**config.mk**
```make
export PLATFORM = sky130hd
export DESIGN_NAME = tct_front
export DESIGN_NICKNAME = d
export VERILOG_FILES = /design/src/hw/rtl/tct_pkg.sv /design/src/hw/rtl/tct_front.sv
export SDC_FILE = /design/constraint.sdc
export NUM_CORES = 1
export LEC_CHECK = 0
export BUFFER_PORTS_ARGS = -buffer_cell sky130_fd_sc_hd__buf_2
export CORE_UTILIZATION = 45
export DETAILED_ROUTE_END_ITERATION = 10
export GPL_ROUTABILITY_DRIVEN = 0
export PLACE_DENSITY = 0.79
export SKIP_LAST_GASP = 1
export SYNTH_ARGS = -nofsm -noshare
export SYNTH_HDL_FRONTEND = slang
export SYNTH_SLANG_ARGS = --single-unit
```
**constraint.sdc**
```tcl
create_clock -name i_clk -period 1.65 [get_ports i_clk]
set_input_delay 0.33 -clock i_clk [delete_from_list [all_inputs] [get_ports i_clk]]
set_output_delay 0.33 -clock i_clk [all_outputs]
set_load 0.02 [all_outputs]
```
**src/hw/rtl/tct_pkg.sv**
```systemverilog
// shared types and constants for the text cell terminal
package tct_pkg;

    localparam int MAX_COLS_DEF = 128;
    localparam int MAX_ROWS_DEF = 64;

    localparam logic [7:0] CH_CR    = 8'd13;
    localparam logic [7:0] CH_LF    = 8'd10;
    localparam logic [7:0] CH_BS    = 8'd8;
    localparam logic [7:0] CH_SPACE = 8'h20;

    // configuration register indexes
    localparam logic [1:0] CFG_COLUMNS   = 2'd0;
    localparam logic [1:0] CFG_ROWS_USED = 2'd1;
    localparam logic [1:0] CFG_ON_SCREEN = 2'd2;

    localparam logic [7:0] COLUMNS_RST   = 8'd128;
    localparam logic [6:0] ROWS_USED_RST = 7'd48;
    localparam logic       ON_SCREEN_RST = 1'b1;

    typedef enum logic [1:0] {
        KIND_CURSOR = 2'd0,
        KIND_CELL   = 2'd1,
        KIND_SCROLL = 2'd2
    } t_kind;

    typedef enum logic [1:0] {
        OP_PUT = 2'd0,
        OP_CR  = 2'd1,
        OP_LF  = 2'd2,
        OP_BS  = 2'd3
    } t_op;

    typedef struct packed {
        t_op        op;
        logic [7:0] ch;
    } t_qent;

    typedef struct packed {
        logic [7:0] columns;
        logic [6:0] rows_used;
        logic       on_screen;
    } t_cfg;

endpackage

```
**src/hw/rtl/tct_front.sv**
```systemverilog
// front end: accepts character bytes, decodes them and queues them for the back end
module tct_front import tct_pkg::*; (
    input  logic       i_clk,
    input  logic       i_rst_n,
    input  logic       i_valid,
    input  logic [7:0] i_ch,
    output logic       o_ready,
    input  logic       i_hold,
    output logic       o_q_valid,
    output t_qent      o_q_ent,
    input  logic       i_q_pop
);

    t_qent      r_ent [2];
    logic       r_rd_ptr;
    logic       r_wr_ptr;
    logic [1:0] r_count;
    logic       push;
    t_qent      n_ent;

    always_comb begin
        n_ent.ch = i_ch;
        case (i_ch)
            CH_CR:   n_ent.op = OP_CR;
            CH_LF:   n_ent.op = OP_LF;
            CH_BS:   n_ent.op = OP_BS;
            default: n_ent.op = OP_PUT;
        endcase
    end

    assign o_ready   = (r_count != 2'd2) && !i_hold;
    assign push      = i_valid && o_ready;
    assign o_q_valid = (r_count != 2'd0);
    assign o_q_ent   = r_ent[r_rd_ptr];

    always_ff @(posedge i_clk) begin
        if (!i_rst_n) begin
            r_rd_ptr <= 1'b0;
            r_wr_ptr <= 1'b0;
            r_count  <= 2'd0;
        end else begin
            if (push) begin
                r_wr_ptr <= ~r_wr_ptr;
            end
            if (i_q_pop) begin
                r_rd_ptr <= ~r_rd_ptr;
            end
            case ({push, i_q_pop})
                2'b10:   r_count <= r_count + 2'd1;
                2'b01:   r_count <= r_count - 2'd1;
                default: r_count <= r_count;
            endcase
        end
    end

    always_ff @(posedge i_clk) begin
        if (push) begin
            r_ent[r_wr_ptr] <= n_ent;
        end
    end

endmodule

```
**Word level (Yosys, flattened, before mapping)**

Memories as Yosys holds them, arrays and structs flattened. A register that Yosys moved wholly into a read port is not among the register bits.
Cells that the tools add are included.

- Flip-flop bits (word level): 4
- RAM bits: 20
- Input port bits: 13
- Output and inout bits: 12
- Word-level logic and storage cells: 25
- Memories: 1

Memories:

| name | depth | width | rd ports | clocked after memory_dff | write ports | line | source |
|---|---|---|---|---|---|---|---|
| r_ent | 2 | 10 | 1 | 1 | 1 | tct_front.sv:14 | `t_qent r_ent [2];` |

- $add $sub $neg: 2
- Eq/ne operators: 6
- Mux-type cells: 6
- Bitwise gates (word level): 2
- Reductions and logical operators: 5

Operators by type and width:

| kind | number |
|---|---|
| equality test 8 x 4 -> 1 bit, second input constant | 3 |
| case mux 2 bit (3 select lines) | 1 |
| 2-to-1 mux 1 bit | 4 |
| case mux 2 bit (2 select lines) | 1 |
| nonzero test 2 bit | 2 |
| adder 2 x 1 -> 2 bit, second input constant | 1 |
| equality test 2 x 1 -> 1 bit, second input constant | 1 |
| equality test 2 bit, second input constant | 1 |
| logical AND 1 bit | 2 |
| inequality test 2 bit, second input constant | 1 |
| NOT 1 bit | 2 |
| subtractor 2 x 1 -> 2 bit, second input constant | 1 |
| logical NOT 1 bit | 1 |

**Depth between registers and ports, before layout**

Gate-level depths: netlist (run 1).

- Depth after elaboration: 5
- Mapped depth: 7
- Depth with buffers taken out: 7

**Worst setup path before layout (run 1)**

No wires, ideal clock.

- Path kind: register to register
- From: reg r_count[0]
- To: reg r_count[1]
- Setup time: 0.070 ns
- Data arrival time: 1.671 ns
- Required time: 1.580 ns
- Setup slack: -0.091 ns
- Cell stages (with the launch flop): 7
- Period minus slack after synthesis: 1.741 ns
- Cells stage by stage: dfxtp_1 > nor2b_1 > nor2_1 > nand2_1 > ha_1 > or3_1 > a21oi_1

- Longest elaborated chain between the ends: 5
- Elaborated cells between the ends (all ways): 9
- Those cells by class: add/sub (2); eq/ne (3); mux (1); reduce/logical (3)

RTL lines:

| element | line | source |
|---|---|---|
| from (decl) | tct_front.sv:17 | `logic [1:0] r_count;` |
| from (signal assigned) | tct_front.sv:49 | `2'b10: r_count <= r_count + 2'd1;` |
| from (signal assigned) | tct_front.sv:50 | `2'b01: r_count <= r_count - 2'd1;` |
| from (signal assigned) | tct_front.sv:51 | `default: r_count <= r_count;` |
| inequality test 2 bit * | tct_front.sv:31 | `assign o_ready = (r_count != 2'd2) && !i_hold;` |
| logical AND 1 bit * | tct_front.sv:31 |  |
| via o_ready | tct_front.sv:7 | `output logic o_ready,` |
| logical AND 1 bit * | tct_front.sv:32 | `assign push = i_valid && o_ready;` |
| equality test 2 x 1 -> 1 bit or equality test 2 bit (tied branches) | tct_front.sv:48 | `case ({push, i_q_pop})` |
| case mux 2 bit (2 select lines) or nonzero test 2 bit (tied branches) | -- |  |

The timed path passes the listed nets; every way through them passes the cells marked *.
A chain may end at the register's enable or synchronous reset.

==> results of run 1 <==
## layer usage
layer  vias to the layer above  GRT usage  part of all wire
met1                       305      0.183              0.42
met2                        15      0.268              0.55
met4                         0     0.0833            0.0074
li1                        294          -                 -
met3                         2     0.0314             0.022
met5                         -          0                 0
## synthesized netlist by cell type
cell type  instances  share of area
a21oi_1            2          0.010
and3_1             1         0.0065
buf_2              1         0.0052
dfxtp_1            5           0.10
edfxtp_1          20           0.62
ha_1               1          0.013
inv_1              2         0.0077
mux2_2            10           0.12
nand2_1            2         0.0077
nand2b_1           1         0.0065
nor2_1             4          0.015
nor2b_1            1         0.0065
nor3_1             2          0.010
nor4_1             1         0.0065
o21ai_0            2          0.010
or2_1              1         0.0065
or3_1              2          0.013
xnor2_1            2          0.018
xor2_1             2          0.018
## final cells by class
class | instances | share of cell area
Tap cell | 27 | 0.0262
Sequential cell | 25 | 0.545
Clock buffer | 4 | 0.0204
Inverter | 2 | 0.00582
Multi-Input combinational cell | 34 | 0.220
Timing Repair Buffer | 30 | 0.182
## worst max-delay path: stages (launching register included)
cell and delay, ns:
dfxtp_2 0.38, buf_6 0.13, mux2_2 0.34, buf_6 0.13
## power breakdown
group | switching (mW) | internal, mW
combinational | 0.135 | 0.142
sequential | 0.0196 | 0.720
clock | 0.169 | 0.0943
total | 0.324 | 0.956
## registers in the layout (all words and copies together) (netlist names), named ones only
| register | cells |
|---|---|
| r_count | 2 |
| r_ent | 20 |
| r_rd_ptr | 1 |
| r_wr_ptr | 1 |
## logic make-up (layout without fill, tap and decap cells)
logic type | count (synthesis) | count (layout)
mux | 10 | 10
xor+xnor | 4 | 4
compound gates | 4 | 4
fa+ha+maj | 1 | 1
flops | 25 | 25
simple gates | 15 | 15
buf+inv | 3 | 36
## timing repair
action	CTS	global route
cloned	1	0
gates resized for setup	4	26
hold buffers	0	0
pin swaps	0	1
endpoints found under the setup margin	10	11
buffers inserted	0	2
## worst max path at each step
stage | end
floorplan | r_count[1]
global placement | r_count[1]
detailed placement | r_count[1]
CTS | o_q_ent[8]
global route | r_count[1]
finish | o_q_ent[1]
==> summary.md, run 1 <==
| Metric | Value |
|---|---|
| Status | finished, final reports clean |
| Die Area | between 2000 and 2500 sq um |
| Post-DP HPWL | roughly 1200 um |
| Fin nets | 110 |
| Register area | between 700 and 800 sq um |
| Core Util, Final | 0.644 |
| Post-Syn Area | 970 sq um |
| Pre-CTS WS | between 0.06 and 0.07 ns |
| Count of endpoints failing setup in the final report | 0 |
| Synth warn | 0 |
| Filler cells | 154 |
| Worst Path Max Fanout | 5 |
| Final instance area | around 1300 sq um |
| Synth Area in XOR/XNOR | 0.0361 |
| Die Wd | 48.4 um |
| GRT overflow | 0 |
| Rows | 16 |
| Reg2reg setup slack | 0.06 ns |
| Clock Path Buffers | 2 |
| Detail Route Antenna Nets | 0 |
| Total power per unit cell area | 993 nW/um^2 |
| Initial antenna violation count | 0 |
| Commonest non-fill, non-tap cell in the layout | edfxtp_1 |
| H-tree Lvls | 1 |
| Post-synthesis compound-gate area fraction | 0.0206 |
| Synth-to-Final Area Change | 33.0% |
| Minimum clock period | roughly 1.6 ns |
| Clk pin slew, worst setup/hold paths | about 0.13 ns |
| Initial core utilization | 0.484 |
| Maximum vdd ir drop | about 0.00054 V |
| Largest family of logic cells by synthesized area | multiplexers |
| # DRC | 0 |
| Top-level I/O count | 25 |
| Worst Setup Start Kind | flip-flop |
| CTS sink cnt | 25 |
| Die Span Y | 48.4 um |
| Worst hold slack | 0.223 ns |
| CTS tree | built |
| Headroom to the max-slew limit | 0.801 |
| Adder-cell area share of the yosys netlist | 0.0129 |
| Worst-case reg-to-reg path depth | 7 |
| Total GRT Usage | 0.156 |
| Crit path kind | reg2out |
| Mapped Nets | between 70 and 80 |
| Initial DRC Count | 14 |
| Hold Crit Start | i_ch[1] |
| WL per Instance | 14.5 um |
| Syn avg cell area | 15.6 sq um |
| Number of global-route vias before repair | about 580 |
| Core area | between 2000 and 2500 sq um |
| Register bit count reported by yosys | 25 |
| Routed Wire Length | ~1800 um |
| Multi-input logic area | 284 sq um |
| Critical path data arrival time | 1.29 ns |
| R2r endpoint | r_count[1] |
| Final TNS setup | 0 ns |
| CTS buffer count | 3 |
| Final Max Tran Viols | 0 |
| Post-DP Area | 1140 sq um |
| Largest net degree at the start of global routing | 14 |
| Layout Cells excl Fill | between 100 and 150 |
| Worst Max-Slew Pin Slew | around 0.30 ns |
| CP required | approximately 1.3 ns |
| Placed cells | between 100 and 150 |
| First-pass GRT wire length | approximately 2600 um |
| Final Hold Fails | 0 |
| Multiplexer area fraction after synthesis | 0.116 |
| Hold crit path type | in2reg |
| Routed via count | between 600 and 700 |
| Post-synth cell types | 19 |
| Share of post-route cells with drive strength above 1 | 0.516 |
| I/O Buffers | 24 |
| Root Driver | clkbuf_4 |
| Pleak | approximately 0.50 nW |
| Setup crit end kind | primary output |
| Seq/Total Area, Yosys | 0.723 |
| Total power | around 1.3 mW |
| Initial DRT Pass Iterations | 3 |
| Min-Delay Path Depth | 1 |
| Commonest non-fill, non-tap cells in the layout | edfxtp_1 (20), buf_2 (14), buf_6 (12) |
| Fmax | a little over 600 MHz |
| Simple-Gate Fraction of Synth Area | 0.0787 |
| Reg2reg start | r_count[0] |
| Antenna Diode Count | 0 |
| Setup WS post-layout | between 0.02 and 0.03 ns |
| Worst Skew | ~0.0046 ns |
| Clock Latency Late Sink | between 0.3 and 0.4 ns |
| Crit share post-route | 0.985 |
| # Max-Cap Violations | 0 |
| RSZ-0062 raised after global routing | yes |
| Hold Crit Endpoint | r_ent[0][1] |
| Via/cell ratio | slightly above 5 |
| Cells after Synth | 62 |
Power figures use the tool's default switching activity.
==> run 2: changes to the inputs <==
Settings changed: GPL_ROUTABILITY_DRIVEN 0 to default, REMOVE_ABC_BUFFERS from default to 1.
==> run 2 against run 1 <==
Sequential power about the same. Sequential cell count stayed put. First-iteration DRC count down 86%. Largest cell class unchanged. Highest routed layer is now met3.
==> summary.md, run 2 (synthesis results as in run 1) <==
| Metric | Value |
|---|---|
| Status | finished, final reports clean |
| Worst Setup Start Kind | flip-flop |
| Routed Wire Length | 1520 um (-14%) |
| WL per Instance | 12.5 um (-13%) |
| Initial core utilization | 0.484 (unchanged) |
| Final TNS setup | 0 ns (unchanged) |
| Share of post-route cells with drive strength above 1 | 0.489 (-0.0264) |
| Logic pwr share | 0.182 (-0.034) |
| P_int | 0.915 mW (-4.3%) |
| Hold crit path type | in2reg |
| First-pass GRT wire length | 2570 um (-2.6%) |
| Pleak | 0.466 nW (-7.4%) |
| Total power per unit cell area | 1020 nW/um^2 (+2.8%) |
| Headroom to the max-slew limit | 0.802 (+0.00112) |
| Clock Path Buffers | 2 (unchanged) |
| Worst Path Max Fanout | 5 (unchanged) |
| Die Wd | 48.4 um (unchanged) |
| Commonest non-fill, non-tap cells in the layout | buf_2 (24), edfxtp_1 (20), mux2_2 (10) |
| Pre-CTS WS | 0.0150 ns (-0.0530 ns) |
| Clk pin slew, worst setup/hold paths | 0.12 ns (about the same) |
| Crit path kind | reg2out |
| Worst Skew | 0.00495 ns (+0.000400 ns) |
| Count of endpoints failing setup in the final report | 0 (unchanged) |
| Rows | 16 (unchanged) |
| Net Sw Power | 0.300 mW (-7.6%) |
| Reg power frac | 0.607 (+0.029) |
| Max reg flops | 20 (unchanged) |
| Final Max Tran Viols | 0 (unchanged) |
| Total power | 1.21 mW (-5.2%) |
| Die Area | 2340 sq um (unchanged) |
| Critical path data arrival time | 1.27 ns (-0.02 ns) |
| Clock Latency Late Sink | 0.30 ns (about the same) |
| Number of global-route vias before repair | 606 (+4.1%) |
| Post-DP HPWL | 1150 um (-0.61%) |
| Hold_buf cts | 0 (unchanged) |
| Total GRT Usage | 0.146 (-0.00917) |
| Setup crit end kind | primary output |
| Die Span Y | 48.4 um (unchanged) |
| Initial DRC Count | 2 (-12) |
| Setup WS post-layout | 0.0457 ns (+0.0206 ns) |
| Post-DP Area | 1150 sq um (+0.44%) |
| Final Hold Fails | 0 (unchanged) |
| Worst Max-Slew Pin Slew | 0.294 ns (-0.00167 ns) |
| Top-level I/O count | 25 (unchanged) |
| Worst hold slack | 0.221 ns (-0.00193 ns) |
| CP required | 1.32 ns (about the same) |
| Via/cell ratio | 4.81 (-4.7%) |
| Fin nets | 109 (-0.91%) |
| Clock power frac | 0.211 (+0.005) |
| Antenna Diode Count | 0 (unchanged) |
| Top reg by flops | r_ent |
| Synth-to-Final Area Change | 22.7% |
| GRT overflow | 0 (unchanged) |
| Initial antenna violation count | 0 (unchanged) |
| Initial DRT Pass Iterations | 4 (+1) |
| I/O Buffers | 24 (unchanged) |
| CTS sink cnt | 25 (unchanged) |
| CTS buffer count | 3 (unchanged) |
| H-tree Lvls | 1 (unchanged) |
| Detail Route Antenna Nets | 0 (unchanged) |
| Crit share post-route | 0.972 (-0.0125) |
| Fmax | 623 MHz (+1.3%) |
| CTS tree | built |
| Core area | 2000 sq um (unchanged) |
| RSZ-0062 raised after global routing | yes |
| Maximum vdd ir drop | 0.000576 V (+5.9%) |
| Final instance area | 1190 sq um (-7.8%) |
| Commonest non-fill, non-tap cell in the layout | buf_2 |
| Sw frac | 0.247 (-0.00656) |
| Largest net degree at the start of global routing | 14 (unchanged) |
| Routed via count | 582 (-5.5%) |
| Final estimated routing congestion in global placement | approximately 0.68 |
| # DRC | 0 (unchanged) |
| Root Driver | clkbuf_4 |
| Minimum clock period | 1.60 ns (-0.0206 ns) |
| Top Registers | r_ent: 20 flops, r_count: 2 flops |
| # Max-Cap Violations | 0 (unchanged) |
[run 2: per-stage QoR]
step	cells	utilization
6_report	121	0.594
5_1_grt	121	0.594
4_1_cts	121	0.591
3_5_place_dp	116	0.574
3_3_place_gp	116	0.574
2_1_floorplan	61	-
[run 2: layout make-up]
cell class | count | area [sq um]
Fill cell | 171 | 812
Sequential cell | 25 | 703
Multi-Input combinational cell | 34 | 262
Timing Repair Buffer | 29 | 158
Tap cell | 27 | 33.8
Clock buffer | 4 | 26.3
Inverter | 2 | 7.51
[run 2: power groups by stage]
stage / Clock [mW] / Sequential (mW) / Combinational (mW)
2_1_floorplan: 0 / 0.751 / 0.132
4_1_cts: 0.265 / 0.736 / 0.222
3_3_place_gp: 0 / 0.747 / 0.211
6_report: 0.256 / 0.737 / 0.221
5_1_grt: 0.282 / 0.742 / 0.242
3_5_place_dp: 0 / 0.750 / 0.216
[run 2: worst max-delay path, cell delays in order (launching register included)]
cell     delay, ns
dfxtp_2       0.34
buf_4         0.14
mux2_2        0.33
buf_2         0.16
[run 2: routing by layer]
layer / global-route usage / wire [um] / vias up
met1: 0.163 / 636 / 275
met4: 0.0588 / 0 / 0
met3: 0.0314 / 64 / 0
met2: 0.270 / 815 / 14
met5: 0 / 0 / -
li1: - / - / 293
[run 2: final timing paths]
check | startpoint | to | slack, ns | cells past startpoint
worst min register to register | r_wr_ptr | r_wr_ptr | 0.50 | 2
worst max-delay path | flip-flop | o_q_ent[2] | 0.05 | 3
worst max register to register | r_count[1] | r_count[1] | 0.08 | 6
worst min-delay path | i_ch[3] | r_ent[1][3] | 0.22 | 1
[run 2: what timing repair did]
item / 4_1_cts / 5_1_grt
resized for setup: 1 / 3
setup buffers: 1 / 0
pin swaps: 1 / 1
setup endpoints to repair: 1 / 12
==> run 3: changes to the inputs <==
Settings changed: RECOVER_POWER from default to 25, REMOVE_ABC_BUFFERS 1 to default.
==> run 3 against run 2 <==
Sequential power about the same. Count of clock-buffer cells in the layout unchanged. Clock skew decreased by 0.0012 ns. Critical path depth stayed put. Worst hold slack improved by 0.025 ns. Largest power group unchanged. Setup slack worse by 0.020 ns. Cell count grew 0.83%. Wire length rose by 17%. Non-clock buffer count increased by 1. Maximum frequency down 1.2%. Via count rose by 6.9%. Sequential cell count unchanged.
==> summary.md, run 3 (synthesis results as in run 1) <==
| Metric | Value |
|---|---|
| Final estimated routing congestion in global placement | 0.723 (+6.9%) |
| Routed Wire Length | 1780 um (+17%) |
| Synth-to-Final Area Change | 32.3% |
| Worst Path Max Fanout | 5 (unchanged) |
| CTS sink cnt | 25 (unchanged) |
| I/O Buffers | 24 (unchanged) |
| Die Span Y | 48.4 um (unchanged) |
| Reg power frac | 0.579 (-0.028) |
| # DRC | 0 (unchanged) |
| Initial DRT Pass Iterations | 2 (-2) |
| Minimum clock period | 1.62 ns (+0.0201 ns) |
| Root Driver | clkbuf_4 |
| Commonest non-fill, non-tap cells in the layout | edfxtp_1 (20), buf_6 (12), mux2_2 (8), buf_2 (8), clkbuf_1 (7) |
| Headroom to the max-slew limit | 0.797 (-0.00567) |
| Setup crit end kind | primary output |
| Share of post-route cells with drive strength above 1 | 0.453 (-0.0367) |
| Commonest non-fill, non-tap cell in the layout | edfxtp_1 |
| Die Area | 2340 sq um (unchanged) |
| Die Wd | 48.4 um (unchanged) |
| Top reg by flops | r_ent |
| Multi-input logic area | 284 sq um (+8.6%) |
| Via/cell ratio | 5.10 (+6.0%) |
| Core area | 2000 sq um (unchanged) |
| Sw frac | 0.254 (+0.00704) |
| Final TNS setup | 0 ns (unchanged) |
| Detail Route Antenna Nets | 0 (unchanged) |
| Status | finished, final reports clean |
| Top-level I/O count | 25 (unchanged) |
| Register area | 703 sq um (unchanged) |
| Filler cells | 160 (-6.4%) |
| Clock power frac | 0.206 (-0.005) |
| CTS tree | built |
| Final Max Tran Viols | 0 (unchanged) |
| # Max-Cap Violations | 0 (unchanged) |
| Worst Setup Start Kind | flip-flop |
| RSZ-0062 raised after global routing | yes |
| CP required | 1.32 ns (about the same) |
| Hold crit path type | in2reg |
| Initial antenna violation count | 0 (unchanged) |
| Critical path data arrival time | 1.29 ns (+0.02 ns) |
| Post-DP Area | 1140 sq um (-0.44%) |
| Fmax | 616 MHz (-1.2%) |
| Clock Latency Late Sink | 0.31 ns (about the same) |
| Initial DRC Count | 5 (+3) |
| Total GRT Usage | 0.156 (+0.00917) |
| Crit share post-route | 0.984 (+0.0122) |
| Rows | 16 (unchanged) |
| Layout Cells excl Fill | 122 (+0.83%) |
| Worst Skew | 0.00372 ns (-0.00123 ns) |
| Final Hold Fails | 0 (unchanged) |
| Pleak | 0.486 nW (+4.4%) |
| Worst hold slack | 0.246 ns (+0.0253 ns) |
| Post-DP HPWL | 1150 um (+0.61%) |
| Clock Path Buffers | 2 (unchanged) |
| Count of endpoints failing setup in the final report | 0 (unchanged) |
| First-pass GRT wire length | 2640 um (+2.7%) |
| Hold_buf cts | 0 (unchanged) |
| Total power | 1.28 mW (+5.3%) |
| GRT overflow | 0 (unchanged) |
| Net Sw Power | 0.325 mW (+8.3%) |
| Clk pin slew, worst setup/hold paths | 0.13 ns (about the same) |
| Total power per unit cell area | 997 nW/um^2 (-2.3%) |
| Fin nets | 110 (+0.92%) |
| Setup WS post-layout | 0.0256 ns (-0.0201 ns) |
| Antenna Diode Count | 0 (unchanged) |
| Number of global-route vias before repair | 582 (-4.0%) |
| Top Registers | r_ent: 20 flops, r_count: 2 flops |
| Worst Max-Slew Pin Slew | 0.302 ns (+0.00843 ns) |
| Initial core utilization | 0.484 (unchanged) |
| Pre-CTS WS | 0.0679 ns (+0.0530 ns) |
| P_int | 0.954 mW (+4.3%) |
| Maximum vdd ir drop | 0.000543 V (-5.7%) |
| Crit path kind | reg2out |
| WL per Instance | 14.6 um (+16%) |
| Logic pwr share | 0.215 (+0.033) |
| Placed cells | 115 (-0.86%) |
| Core Util, Final | 0.641 (+0.0463) |
| H-tree Lvls | 1 (unchanged) |
| Largest net degree at the start of global routing | 14 (unchanged) |
| Max reg flops | 20 (unchanged) |
| CTS buffer count | 3 (unchanged) |
| Final instance area | 1280 sq um (+7.8%) |
| Routed via count | 622 (+6.9%) |
## run 3: critical path, stage by stage (launching register included)
cell	delay [ns]
dfxtp_2	0.38
buf_6	0.13
mux2_2	0.34
buf_6	0.13
## run 3: final timing paths
kind | startpoint | endpoint | slack, ns | cells past startpoint
max | flip-flop | o_q_ent[1] | 0.03 | 3
min | i_ch[2] | r_ent[1][2] | 0.25 | 1
max reg2reg | r_count[0] | r_count[1] | 0.06 | 7
min reg2reg | r_count[1] | r_count[1] | 0.50 | 2
## run 3: final cells by class
cell class              count  area share
clock buffers               4      0.0205
inverters                   2     0.00585
multi-input cells          34       0.221
flip-flops and latches     25       0.548
well taps                  27      0.0263
repair buffers             30       0.178
## run 3: routing by layer
metal  vias to the layer above  track usage  wire, um
met5                         -            0         0
met4                         0       0.0833        13
met3                         2       0.0314        37
met2                        15        0.268       987
met1                       310        0.183       738
li1                        295            -         -
## run 3: repair_timing
item / in CTS / in global routing
pin swaps: 0 / 1
cloned: 1 / 0
endpoints found under the hold margin: 0 / 0
gates resized for setup: 4 / 26
setup buffers: 0 / 2
setup endpoints to repair: 10 / 11
## run 3: power groups by stage
stage	clock network, mW	logic, mW	registers, mW
after floorplan	0	0.142	0.745
after global placement	0	0.210	0.746
after detailed placement	0	0.214	0.750
after CTS	0.274	0.223	0.738
after global routing	0.291	0.296	0.745
final	0.264	0.275	0.740
